**config.mk**
```make
export PLATFORM = sky130hd
export DESIGN_NAME = spiral_tile_order_generator
export DESIGN_NICKNAME = d
export VERILOG_FILES = /design/src/rtl/core/spt_pkg.sv /design/src/rtl/core/spt_start.sv /design/src/rtl/core/spt_walker.sv /design/src/rtl/core/spiral_tile_order_generator.sv
export SDC_FILE = /design/constraint.sdc
export NUM_CORES = 1
export LEC_CHECK = 0
export BUFFER_PORTS_ARGS = -buffer_cell sky130_fd_sc_hd__buf_2
export CORE_MARGIN = 1
export CORE_UTILIZATION = 47
export CTS_BUF_LIST = sky130_fd_sc_hd__clkbuf_2 sky130_fd_sc_hd__clkbuf_4 sky130_fd_sc_hd__clkbuf_8
export DETAILED_ROUTE_END_ITERATION = 16
export SETUP_SLACK_MARGIN = 0.05
export SYNTH_ARGS = -nofsm -noshare
export SYNTH_HDL_FRONTEND = slang
export SYNTH_HIERARCHICAL = 1
export SYNTH_SLANG_ARGS = --single-unit
export TNS_END_PERCENT = 5
```
**constraint.sdc**
```tcl
create_clock -name clock -period 12.85 [get_ports clock]
set_input_delay 1.9275 -clock clock [delete_from_list [all_inputs] [get_ports clock]]
set_output_delay 1.9275 -clock clock [all_outputs]
set_load 0.02 [all_outputs]
```
**src/rtl/core/spt_pkg.sv**
```systemverilog
// Shared types and constants of the spiral tile order generator.
package spt_pkg;

   localparam int unsigned GRID_W    = 8;
   localparam int unsigned POINT_W   = 12;
   localparam int unsigned SHIFT_W   = 3;
   localparam int unsigned WALK_W    = 11;
   localparam int unsigned RUN_W     = 10;
   localparam int unsigned COUNT_W   = 16;
   localparam int unsigned CSR_IDX_W = 2;

   // command codes
   localparam logic CMD_START = 1'b0;
   localparam logic CMD_STEP  = 1'b1;

   // heading codes
   localparam logic [1:0] HEAD_RIGHT = 2'd0;
   localparam logic [1:0] HEAD_DOWN  = 2'd1;
   localparam logic [1:0] HEAD_LEFT  = 2'd2;
   localparam logic [1:0] HEAD_UP    = 2'd3;

   // register indexes
   localparam logic [CSR_IDX_W-1:0] CSR_GRID_WIDTH  = 2'd0;
   localparam logic [CSR_IDX_W-1:0] CSR_GRID_HEIGHT = 2'd1;
   localparam logic [CSR_IDX_W-1:0] CSR_TILE_SHIFT  = 2'd2;

   // register reset values
   localparam logic [GRID_W-1:0]  GRID_WIDTH_RESET  = 8'd240;
   localparam logic [GRID_W-1:0]  GRID_HEIGHT_RESET = 8'd135;
   localparam logic [SHIFT_W-1:0] TILE_SHIFT_RESET  = 3'd3;

   localparam logic [RUN_W-1:0]   RUN_MAX   = '1;
   localparam logic [COUNT_W-1:0] COUNT_MAX = '1;

   typedef struct packed {
      logic               command;
      logic [POINT_W-1:0] point_x;
      logic [POINT_W-1:0] point_y;
   } req_type;

   typedef struct packed {
      logic [GRID_W-1:0] tile_x;
      logic [GRID_W-1:0] tile_y;
      logic              last;
   } rsp_type;

   typedef struct packed {
      logic [GRID_W-1:0]  grid_width;
      logic [GRID_W-1:0]  grid_height;
      logic [SHIFT_W-1:0] tile_shift;
   } cfg_type;

   // start tile after shift and clamp; ok is low for an empty grid
   typedef struct packed {
      logic              ok;
      logic [GRID_W-1:0] tile_x;
      logic [GRID_W-1:0] tile_y;
   } start_type;

   // walker result toward the output register
   typedef struct packed {
      logic    emit;
      rsp_type tile;
   } walk_out_type;

endpackage

```
**src/rtl/core/spt_start.sv**
```systemverilog
// Start tile mapping: pixel point to tile by shift, clamped into the grid.
module spt_start (
   input  spt_pkg::req_type   item,
   input  spt_pkg::cfg_type   cfg,
   output spt_pkg::start_type start
);

   logic [spt_pkg::POINT_W-1:0] shifted_x;
   logic [spt_pkg::POINT_W-1:0] shifted_y;
   logic [spt_pkg::GRID_W-1:0]  max_x;
   logic [spt_pkg::GRID_W-1:0]  max_y;

   assign shifted_x = item.point_x >> cfg.tile_shift;
   assign shifted_y = item.point_y >> cfg.tile_shift;
   assign max_x     = cfg.grid_width - 8'd1;
   assign max_y     = cfg.grid_height - 8'd1;

   always_comb begin
      start.ok = (cfg.grid_width != '0) && (cfg.grid_height != '0);
      if (shifted_x > {4'd0, max_x}) begin
         start.tile_x = max_x;
      end else begin
         start.tile_x = shifted_x[spt_pkg::GRID_W-1:0];
      end
      if (shifted_y > {4'd0, max_y}) begin
         start.tile_y = max_y;
      end else begin
         start.tile_y = shifted_y[spt_pkg::GRID_W-1:0];
      end
   end

endmodule

```
**src/rtl/core/spt_walker.sv**
```systemverilog
// Spiral walk state, one position per step, grid test and completion count.
module spt_walker (
   input  logic                  clock,
   input  logic                  reset,
   input  logic                  fire,
   input  spt_pkg::req_type      item,
   input  spt_pkg::cfg_type      cfg,
   input  spt_pkg::start_type    start,
   output spt_pkg::walk_out_type result
);

   logic [spt_pkg::WALK_W-1:0]  walk_x_ff,  walk_x_in;
   logic [spt_pkg::WALK_W-1:0]  walk_y_ff,  walk_y_in;
   logic [spt_pkg::RUN_W-1:0]   run_len_ff, run_len_in;
   logic [spt_pkg::RUN_W-1:0]   run_pos_ff, run_pos_in;
   logic [1:0]                  heading_ff, heading_in;
   logic [spt_pkg::COUNT_W-1:0] count_ff,   count_in;
   logic                        active_ff,  active_in;

   logic [spt_pkg::COUNT_W-1:0] grid_total;
   logic [spt_pkg::COUNT_W-1:0] count_inc;
   logic [spt_pkg::WALK_W-1:0]  step_x;
   logic [spt_pkg::WALK_W-1:0]  step_y;
   logic [spt_pkg::RUN_W-1:0]   pos_inc;
   logic [1:0]                  heading_inc;
   logic                        in_grid;
   logic                        done;

   assign grid_total = {8'd0, cfg.grid_width} * {8'd0, cfg.grid_height};
   assign count_inc  = (count_ff == spt_pkg::COUNT_MAX) ? count_ff : count_ff + 16'd1;
   assign pos_inc    = run_pos_ff + 10'd1;
   assign heading_inc = heading_ff + 2'd1;

   always_comb begin
      step_x = walk_x_ff;
      step_y = walk_y_ff;
      unique case (heading_ff)
         spt_pkg::HEAD_RIGHT: step_x = walk_x_ff + 11'd1;
         spt_pkg::HEAD_DOWN:  step_y = walk_y_ff + 11'd1;
         spt_pkg::HEAD_LEFT:  step_x = walk_x_ff - 11'd1;
         spt_pkg::HEAD_UP:    step_y = walk_y_ff - 11'd1;
         default:             step_x = walk_x_ff;
      endcase
   end

   // negative positions have the top bit set
   assign in_grid = !step_x[spt_pkg::WALK_W-1] && !step_y[spt_pkg::WALK_W-1]
                    && (step_x[spt_pkg::WALK_W-2:0] < {2'd0, cfg.grid_width})
                    && (step_y[spt_pkg::WALK_W-2:0] < {2'd0, cfg.grid_height});

   always_comb begin
      walk_x_in  = walk_x_ff;
      walk_y_in  = walk_y_ff;
      run_len_in = run_len_ff;
      run_pos_in = run_pos_ff;
      heading_in = heading_ff;
      count_in   = count_ff;
      active_in  = active_ff;
      result.emit        = 1'b0;
      result.tile.tile_x = step_x[spt_pkg::GRID_W-1:0];
      result.tile.tile_y = step_y[spt_pkg::GRID_W-1:0];
      result.tile.last   = 1'b0;
      done = 1'b0;
      if (item.command == spt_pkg::CMD_START) begin
         run_len_in = 10'd1;
         run_pos_in = '0;
         heading_in = spt_pkg::HEAD_RIGHT;
         if (start.ok) begin
            done       = (16'd1 >= grid_total);
            walk_x_in  = {3'd0, start.tile_x};
            walk_y_in  = {3'd0, start.tile_y};
            count_in   = 16'd1;
            active_in  = !done;
            result.emit        = 1'b1;
            result.tile.tile_x = start.tile_x;
            result.tile.tile_y = start.tile_y;
            result.tile.last   = done;
         end else begin
            walk_x_in = '0;
            walk_y_in = '0;
            count_in  = '0;
            active_in = 1'b0;
         end
      end else if (active_ff) begin
         walk_x_in = step_x;
         walk_y_in = step_y;
         if (pos_inc >= run_len_ff) begin
            run_pos_in = '0;
            heading_in = heading_inc;
            // run grows after every second turn
            if (!heading_inc[0] && (run_len_ff != spt_pkg::RUN_MAX)) begin
               run_len_in = run_len_ff + 10'd1;
            end
         end else begin
            run_pos_in = pos_inc;
         end
         if (in_grid) begin
            done        = (count_inc >= grid_total);
            count_in    = count_inc;
            active_in   = !done;
            result.emit = 1'b1;
            result.tile.last = done;
         end
      end
   end

   always_ff @(posedge clock) begin
      if (reset) begin
         walk_x_ff  <= '0;
         walk_y_ff  <= '0;
         run_len_ff <= 10'd1;
         run_pos_ff <= '0;
         heading_ff <= spt_pkg::HEAD_RIGHT;
         count_ff   <= '0;
         active_ff  <= 1'b0;
      end else if (fire) begin
         walk_x_ff  <= walk_x_in;
         walk_y_ff  <= walk_y_in;
         run_len_ff <= run_len_in;
         run_pos_ff <= run_pos_in;
         heading_ff <= heading_in;
         count_ff   <= count_in;
         active_ff  <= active_in;
      end
   end

endmodule

```
**src/rtl/core/spiral_tile_order_generator.sv**
```systemverilog
// Spiral tile order generator: input register, spiral walker, result register.
// The input register holds a request and the result register its result,
// which drives rsp_valid. Throughput: one request per cycle unless a stalled
// result holds it; the walker advances one spiral position per request and
// holds the whole step in one register-to-register path.
// Reset (synchronous): walker idle, both stages empty, registers back to
// 240 x 135 tiles of 8 pixels.
module spiral_tile_order_generator (
   input  logic                              clock,
   input  logic                              reset,
   // request channel
   input  logic                              req_valid,
   output logic                              req_stall,
   input  spt_pkg::req_type                  req_payload,
   // result channel
   output logic                              rsp_valid,
   input  logic                              rsp_stall,
   output spt_pkg::rsp_type                  rsp_payload,
   // configuration writes
   input  logic                              csr_write_enable,
   input  logic [spt_pkg::CSR_IDX_W-1:0]     csr_index,
   input  logic [spt_pkg::GRID_W-1:0]        csr_write_data
);

   spt_pkg::cfg_type      cfg_ff;
   spt_pkg::req_type      in_item_ff;
   logic                  in_valid_ff;
   spt_pkg::rsp_type      out_item_ff;
   logic                  out_valid_ff;

   spt_pkg::start_type    start;
   spt_pkg::walk_out_type walk_out;
   logic                  fire;

   // The held request is processed once the result register is free or
   // being drained this cycle; items with no result also wait for that.
   assign fire      = in_valid_ff && (!out_valid_ff || !rsp_stall);
   assign req_stall = in_valid_ff && !fire;

   assign rsp_valid   = out_valid_ff;
   assign rsp_payload = out_item_ff;

   // configuration registers; indexes beyond the list are ignored
   always_ff @(posedge clock) begin
      if (reset) begin
         cfg_ff.grid_width  <= spt_pkg::GRID_WIDTH_RESET;
         cfg_ff.grid_height <= spt_pkg::GRID_HEIGHT_RESET;
         cfg_ff.tile_shift  <= spt_pkg::TILE_SHIFT_RESET;
      end else if (csr_write_enable) begin
         if (csr_index == spt_pkg::CSR_GRID_WIDTH) begin
            cfg_ff.grid_width <= csr_write_data;
         end
         if (csr_index == spt_pkg::CSR_GRID_HEIGHT) begin
            cfg_ff.grid_height <= csr_write_data;
         end
         if (csr_index == spt_pkg::CSR_TILE_SHIFT) begin
            cfg_ff.tile_shift <= csr_write_data[spt_pkg::SHIFT_W-1:0];
         end
      end
   end

   // input register
   always_ff @(posedge clock) begin
      if (reset) begin
         in_valid_ff <= 1'b0;
      end else if (!req_stall) begin
         in_valid_ff <= req_valid;
      end
   end

   always_ff @(posedge clock) begin
      if (req_valid && !req_stall) begin
         in_item_ff <= req_payload;
      end
   end

   spt_start u_start (
      .item  (in_item_ff),
      .cfg   (cfg_ff),
      .start (start)
   );

   spt_walker u_walker (
      .clock  (clock),
      .reset  (reset),
      .fire   (fire),
      .item   (in_item_ff),
      .cfg    (cfg_ff),
      .start  (start),
      .result (walk_out)
   );

   // result register
   always_ff @(posedge clock) begin
      if (reset) begin
         out_valid_ff <= 1'b0;
      end else if (fire) begin
         out_valid_ff <= walk_out.emit;
      end else if (!rsp_stall) begin
         out_valid_ff <= 1'b0;
      end
   end

   always_ff @(posedge clock) begin
      if (fire && walk_out.emit) begin
         out_item_ff <= walk_out.tile;
      end
   end

endmodule

```
==> impl_metrics.yaml, run 1 <==
global_route:
  grt_max_degree: 78
  grt_util_met3: 0.04000
  grt-busiest-layer: "met2"
  grt_pass1_vias: 9089
  gr-usage-met2: 0.3993
  grt_first_pass_wirelength_mm: 45.38
  overflow: 0
  met1_usage: 0.3038
  grt_use_total: 0.2390
  antenna_found_initial: 0
floorplanning:
  core_area_um2: 22850
  start_util: 0.4849
  dieArea_um2: 24190
  die_h_um: 155.5
  rows: 55
  die_w_um: 155.5
  pin_count: 59
detailed_routing:
  routed_via_density: 5.600
  routed_wl_mm: 27.62
  avgRoutedWirePerCell_um: 16.68
  num_vias: 9273
  antenna_left: 0
  dr.first_iter.drc_count: 459
  drt-pass1-iter-count: 5
  drcViolationCount: 0
sta:
  setup_tns_ns: 0
  hold_viol_final: 0
  worstMarginPinSlew_ns: 1.164
  timing.hold.ws_ns: 0.4776
  worst_slack_ns: 6.585
  fmax_mhz: 159.6
  min_period_ns: 6.265
  maxSlewViolCount: 0
  skew_ns: 0.02452
  relSlewSlack: 0.2205
  rsz0062_at_grt: "no"
  period_share: 0.4875
  finalSetupViolCount: 0
logic_synthesis:
  async_flop_share: 0
  ys_seq_area_frac: 0.2620
  synth_fp_nets: 1492
  syn_area_um2: 11080
  yosys_warnings: 6
  avgSynthCellArea_um2: 8.562
  ys_types: 83
  synth_top_cell_by_area: "dfxtp_1"
  ys_seq_elements: 124
  synth_area_leaders: "dfxtp_1, ha_1, edfxtp_1, fa_1, nor2_1"
  yosys.area.top_type_share: 0.1482
  synth-edff-count: 42
  postSynthCellCount: 1294
  synthFlopType: "dfxtp_1"
layout:
  layout_common_cells: "nor2_1, ha_1, inv_1"
  final_common_cell: "nor2_1"
  nFillCells: 2239
  drive_gt1_frac: 0.09680
  layout.nets: 1528
  insertedDiodeCount: 0
  area_delta_synth_final_pct: 7.894
placed_design:
  pre_cts_ws_ns: 6.608
  place_congestion: 0.8911
  hpwl_mm: 21.04
  port_buffers: 58
clocking:
  cts_hold_buf: 0
  clock_sinks: 124
  post_cts_buffers: 0
  path_clk_slew_ns: 0.10
  cts_tree: "built"
  cts-resized-gates: 0
  clockRootBuffer: "clkbuf_8"
  numCtsBuffers: 17
  cts_buffer_depth: 2
  ctsHtreeMaxLevel: 4
  clock_latency_ns: 0.46
setup_path:
  cp_common_cell: "inv_1"
  cp_data_required_time_ns: 13.20
  cpPeakStageDelay_ns: 0.55
  endpoint_kind: "register"
  cpMaxStageDelayCell: "fa_1"
  crit_path_start_kind: "register"
  crit_type: "reg -> reg"
  cp_top_family: "adder cells"
  path_max_fanout: 8
  arrival_ns: 6.61
  worst-path-buf-inv: 5
pwr:
  vdd_drop_max_v: 0.00005531
  finalPower_mw: 1.153
  p_per_area_nw_per_um2: 96.45
  p_leak_nw: 5.288
min_path:
  worstHoldPathType: "reg -> reg"
flow_run:
  drv_cap: 0
run_status:
  status: "completed"
-- where the power goes --
group | internal [mW] | leakage [nW] | switching, mW
registers | 0.420 | 1.07 | 0.0126
clock network | 0.159 | 0.193 | 0.190
logic | 0.150 | 4.03 | 0.221
total | 0.729 | 5.29 | 0.424
-- path summary, 6_finish.rpt --
check / from / end / slack, ns / cells after the start
setup / recovery: cfg_ff[14] / u_walker/active_ff / 6.59 / 25
hold / removal: u_walker/walk_y_ff[8] / u_walker/walk_y_ff[8] / 0.48 / 2
setup reg to reg: cfg_ff[14] / u_walker/active_ff / 6.59 / 25
hold reg to reg: u_walker/walk_y_ff[8] / u_walker/walk_y_ff[8] / 0.48 / 2
-- cell usage after synthesis, drive strengths merged (8+ instances only) --
cell type    n
xnor2       33
nor2b        8
edfxtp      42
dfxtp       82
o21ai       70
nand2b      21
a22o        11
xor2        28
nand2       97
a211oi      11
nand4       17
mux2        11
and3        14
a21o        15
nor3        26
nand3b      10
inv        109
a221oi      13
o21bai      10
fa          38
ha         120
clkbuf      27
o211ai       9
nand3       24
or3         12
and2        17
a21oi       77
mux2i       53
a221o        9
buf         22
nor2       162
a31oi       10
-- final cells by class --
cell class	instances	area [µm²]	area share
Inverter	110	412.9	0.03454
Timing Repair Buffer	66	350.3	0.02931
Clock inverter	15	148.9	0.01246
Clock buffer	17	234.0	0.01957
Sequential cell	124	2903	0.2428
Tap cell	313	391.6	0.03276
Multi-Input combinational cell	1011	7513	0.6285
-- flip-flops by register name, summed over array words and instances, names as in the netlist, 10 cells and up --
register / cells
cfg_ff: 19
u_walker/run_len_ff: 10
u_walker/count_ff: 16
in_item_ff: 25
u_walker/run_pos_ff: 10
u_walker/walk_x_ff: 11
rsp_payload: 17
u_walker/walk_y_ff: 11
-- worst min-delay path, stage by stage (launching register included) --
cell	delay, ns
dfxtp_1	0.33
nand2_1	0.06
a21oi_1	0.05
-- per-stage QoR --
step,cell area [µm²],utilization,std cells
global route,11950,0.5232,1656
finish,11950,0.5232,1656
detailed placement,11570,0.5065,1624
global placement,11570,0.5065,1624
floorplan,11080,-,1294
CTS,11950,0.5232,1656
-- kinds of logic after synthesis --
group           after synthesis  synth area share
mux                          64           0.05974
flops                       124            0.2620
compound gates              291            0.1752
buf+inv                     159           0.06132
fa+ha+maj                   159            0.2051
xor+xnor                     61           0.04822
simple gates                436            0.1885
-- per-layer routing --
layer  vias up  part of all wire
li1       4679                 -
met1      4319              0.46
met2       212              0.46
met3        63             0.037
met4         0             0.036
met5         -                 0
No activity file was read; power rests on OpenSTA's default activity.
==> run 2, diff against run 1 <==
PLACE_DENSITY = 0.66   (was not set)
clock period = 5.54 ns   (was 12.85 ns; I/O delays follow)
==> run 2 against run 1 <==
Compared with the run above:
- highest routed layer unchanged
- critical endpoint is now rsp_payload[0]
- clock skew down 0.010 ns
- clock power grew to 2.5 times the previous value
- register-to-register slack worse by 6.6 ns
- critical path depth fell by 3
- largest power group is now combinational logic
- die area unchanged
==> impl_metrics.yaml, run 2 (synthesis gave the netlist of run 1 again) <==
run_status:
  status: "completed"
global_route:
  grt_use_total: 0.2374
  grt_pass1_vias: 9143
  grt_first_pass_wirelength_mm: 45.51
  antenna_found_initial: 0
  grt_max_degree: 70
  overflow: 0
layout:
  final_common_cell: "nor2_1"
  utilization: 0.5534
  nFillCells: 2185
  layout.nets: 1589
  drive_gt1_frac: 0.1724
  area_delta_synth_final_pct: 14.12
  finalInstanceArea_um2: 12640
  final_cell_count_no_fill: 1717
  layout_common_cells: "nor2_1, ha_1, inv_1"
  top_register: "in_item_ff"
  largest_reg_flops: 25
  insertedDiodeCount: 0
min_path:
  worstHoldPathType: "reg -> reg"
placed_design:
  placedCellCount: 1682
  place_area_um2: 12050
  port_buffers: 58
  pre_cts_ws_ns: -0.1673
  place_congestion: 0.8624
  hpwl_mm: 21.56
sta:
  maxSlewViolCount: 0
  min_period_ns: 5.517
  relSlewSlack: 0.2708
  worst_slack_ns: 0.02305
  hold_viol_final: 0
  finalSetupViolCount: 0
  fmax_mhz: 181.3
  timing.hold.ws_ns: 0.4742
  worstMarginPinSlew_ns: 1.089
  period_share: 0.9958
  setup_tns_ns: 0
  skew_ns: 0.01451
  rsz0062_at_grt: "yes"
clocking:
  ctsHtreeMaxLevel: 4
  cts_tree: "built"
  cts_buffer_depth: 2
  cts_hold_buf: 0
  clockRootBuffer: "clkbuf_8"
  clock_latency_ns: 0.44
  numCtsBuffers: 17
  path_clk_slew_ns: 0.08
  clock_sinks: 124
floorplanning:
  die_w_um: 155.5
  start_util: 0.4849
  rows: 55
  core_area_um2: 22850
  dieArea_um2: 24190
  die_h_um: 155.5
  pin_count: 59
detailed_routing:
  drcViolationCount: 0
  routed_via_density: 5.567
  drt-pass1-iter-count: 5
  antenna_left: 0
  num_vias: 9558
  avgRoutedWirePerCell_um: 16.30
  dr.first_iter.drc_count: 577
  routed_wl_mm: 27.98
setup_path:
  cp_data_required_time_ns: 5.69
  worst-r2r-setup-slack_ns: 0.02
  path_max_fanout: 7
  crit_path_start_kind: "register"
  crit_type: "reg -> reg"
  arrival_ns: 5.67
  endpoint_kind: "register"
pwr:
  p_per_area_nw_per_um2: 230.5
  vdd_drop_max_v: 0.0001683
  finalPower_mw: 2.915
  p_leak_nw: 5.605
flow_run:
  drv_cap: 0
## run 2: final timing paths
path                                from                endpoint  cells past startpoint
setup / recovery              cfg_ff[14]          rsp_payload[0]                     22
hold / removal    u_walker/run_pos_ff[1]  u_walker/run_pos_ff[1]                      2
hold reg to reg   u_walker/run_pos_ff[1]  u_walker/run_pos_ff[1]                      2
setup reg to reg              cfg_ff[14]          rsp_payload[0]                     22
## run 2: worst max-delay path, stage by stage, from the launching register on
cell	delay (ns)
dfxtp_2	0.34
buf_4	0.16
nand2_1	0.08
fa_1	0.40
inv_2	0.07
fa_1	0.42
fa_1	0.57
inv_2	0.04
fa_1	0.54
inv_2	0.05
ha_4	0.29
buf_4	0.11
nand3_1	0.06
o2111ai_1	0.21
xnor2_1	0.20
ha_1	0.31
a211oi_2	0.26
o21bai_1	0.11
a21o_1	0.18
a221o_1	0.29
maj3_2	0.30
a21oi_2	0.14
o32ai_1	0.09
## run 2: routing by layer
metal / GRT usage / vias up / wire (µm)
met5: 0 / - / 0
met4: 0.1018 / 0 / 1030
met3: 0.03417 / 54 / 958
met2: 0.3985 / 237 / 13120
met1: 0.3046 / 4476 / 12880
li1: - / 4791 / -
## run 2: what timing repair did
action | in CTS | in global routing
endpoints found under the setup margin | 2 | 31
setup buffers | 1 | 3
resized for setup | 27 | 23
pin swaps | 24 | 18
## run 2: layout make-up
type,instances,area [µm²],share of cell area
inverter,110,412.9,0.03266
sequential,124,2914,0.2305
timing repair buffer,127,824.5,0.06522
clock inverter,12,171.4,0.01356
tap,313,391.6,0.03097
multi-input combinational,1011,7672,0.6068
clock buffer,20,256.5,0.02029
## run 2: power breakdown
part	internal [mW]	leakage [nW]	total [mW]	switching, mW
clock	0.502	0.214	0.881	0.379
combinational	0.457	4.32	1.03	0.576
sequential	0.976	1.07	1.00	0.0244
total	1.94	5.61	2.91	0.979
==> run 3, diff against run 2 <==
ABC_AREA = 1   (was not set)
MAX_ROUTING_LAYER = met4   (was not set)
==> run 3 against run 2 <==
Compared with the run above:
- non-clock buffer count down 51
- critical path type unchanged
- critical path depth grew 4
- core utilization shrank 3.6 points
- sequential share of layout area is 0.56 points lower
==> impl_metrics.yaml, run 3 <==
setup_path:
  r2r_cells: 26
  cp_top_family: "adder cells"
  cp_common_cell: "nand2_1"
  cp.depth: 26
  endpoint_kind: "register"
  cp_data_required_time_ns: 5.72
  path_max_fanout: 12
  cpMaxStageDelayCell: "fa_1"
  crit_type: "reg -> reg"
  crit_path_start_kind: "register"
  worst-path-buf-inv: 4
  cpPeakStageDelay_ns: 0.54
  arrival_ns: 5.25
clocking:
  cts_tree: "built"
  cts_hold_buf: 0
  ctsHtreeMaxLevel: 4
  clockRootBuffer: "clkbuf_8"
  cts_buffer_depth: 2
  path_clk_slew_ns: 0.08
  clock_sinks: 124
  numCtsBuffers: 17
  clock_latency_ns: 0.46
sta:
  timing.hold.ws_ns: 0.4725
  maxSlewViolCount: 0
  worstMarginPinSlew_ns: 1.057
  skew_ns: 0.02354
  fmax_mhz: 197.2
  min_period_ns: 5.071
  period_share: 0.9153
  finalSetupViolCount: 0
  setup_tns_ns: 0
  hold_viol_final: 0
  rsz0062_at_grt: "no"
  relSlewSlack: 0.2943
detailed_routing:
  antenna_left: 0
  avgRoutedWirePerCell_um: 13.55
  routed_via_density: 5.090
  dr.first_iter.drc_count: 690
  routed_wl_mm: 28.97
  drcViolationCount: 0
  drt-pass1-iter-count: 5
  num_vias: 10890
placed_design:
  placedCellCount: 2107
  port_buffers: 58
  place_congestion: 0.8914
  hpwl_mm: 22.44
  place_area_um2: 12490
min_path:
  worstHoldPathType: "reg -> reg"
  holdPathStages: 2
logic_synthesis:
  avgSynthCellArea_um2: 6.805
  syn_area_um2: 11960
  ys_types: 48
  synthFlopType: "dfxtp_1"
  synth_top_cell_by_area: "nand2_1"
  yosysMostFrequentCell: "nand2_1"
  async_flop_share: 0
  ys_seq_area_frac: 0.2428
  synth_area_leaders: "nand2_1, dfxtp_1, ha_1, edfxtp_1, inv_1"
  ys_seq_elements: 124
  synth_common_cells: "nand2_1, inv_1, nand3_1"
  yosys.area.top_type_share: 0.1648
  synth_fp_nets: 1955
  synth-edff-count: 42
  postSynthCellCount: 1757
  yosys_warnings: 6
layout:
  layout_common_cells: "nand2_1, inv_1, nand3_1"
  layout.nets: 1994
  largest_reg_flops: 25
  area_delta_synth_final_pct: 8.341
  top_register: "in_item_ff"
  drive_gt1_frac: 0.1061
  nFillCells: 2500
  insertedDiodeCount: 0
  final_cell_count_no_fill: 2139
  finalInstanceArea_um2: 12950
  final_common_cell: "nand2_1"
run_status:
  status: "completed"
global_route:
  grt_use_total: 0.2423
  grt_first_pass_wirelength_mm: 49.83
  grt_pass1_vias: 10520
  grt_max_degree: 40
  antenna_found_initial: 0
  overflow: 0
flow_run:
  drv_cap: 0
pwr:
  finalPower_mw: 3.355
  vdd_drop_max_v: 0.0001495
  p_leak_nw: 6.919
  p_per_area_nw_per_um2: 259.0
floorplanning:
  start_util: 0.4776
  core_area_um2: 25040
  die_w_um: 161.5
  rows: 58
  pin_count: 59
  dieArea_um2: 26080
  die_h_um: 161.5
## run 3: cell count changes after synthesis, moves of 21 or more
cell      change
nand3_1     +124
nand2b_1     -21
mux2i_1      -53
nor2_1       -66
inv_1       +176
nand2_1     +429
nand2_2      +22
## run 3: metrics by stage
step	setup WS [ns]	util
after floorplan	0.4832	-
after global placement	0.3912	0.4988
after detailed placement	0.3530	0.4988
after CTS	0.3059	0.5162
after global routing	0.08451	0.5174
final	0.4692	0.5174
## run 3: metal layers
metal | global-route usage | share of wire
met5 | - | 0
met4 | 0.08448 | 0.026
met3 | 0.03261 | 0.036
met2 | 0.3950 | 0.46
met1 | 0.3072 | 0.48
## run 3: where the power goes
group          leakage [nW]  total, mW  switching (mW)  internal [mW]
clock network         0.210      0.912           0.416          0.496
registers              1.07       1.03          0.0440          0.990
logic                  5.64       1.41           0.888          0.520
total                  6.92       3.35            1.35           2.01
## run 3: final timing paths
check,end,slack [ns],from
hold reg to reg,cfg_ff[0],0.47,cfg_ff[0]
setup reg to reg,rsp_payload[0],0.47,cfg_ff[13]
setup / recovery,rsp_payload[0],0.47,cfg_ff[13]
hold / removal,cfg_ff[0],0.47,cfg_ff[0]
## run 3: worst register-to-register path, delay by kind of cell, from the launching register on
family                   cells  cell delay [ns]
flip-flops                   1             0.32
adder cells (fa/ha/maj)      6             2.63
AND/OR/NAND/NOR             11             0.78
buffers and inverters        4             0.32
AO/OA/AOI/OAI                4             0.61
XOR/XNOR                     1             0.14
## run 3: final cells by class
type	instances	area (µm²)	area share
Timing Repair Buffer	76	425.4	0.03284
Clock buffer	18	241.5	0.01864
Tap cell	330	412.9	0.03187
Sequential cell	124	2913	0.2249
Clock inverter	14	195.2	0.01507
Inverter	293	1100	0.08490
Multi-Input combinational cell	1284	7666	0.5918
## run 3: what timing repair did
action | in CTS | in global routing
buffers inserted | 0 | 0
resized for setup | 0 | 10
setup endpoints to repair | 0 | 2
## run 3: cell families (layout without fill, tap and decap cells)
logic type | after synthesis | after routing | synth area share
and+or+nand+nor | 886 | 886 | 0.3245
buffers and inverters | 349 | 401 | 0.1181
AOI/OAI and AO/OA | 197 | 197 | 0.09387
adders and majority gates | 158 | 158 | 0.1892
DFF | 124 | 124 | 0.2428
xor gates and xnor gates | 43 | 43 | 0.03150
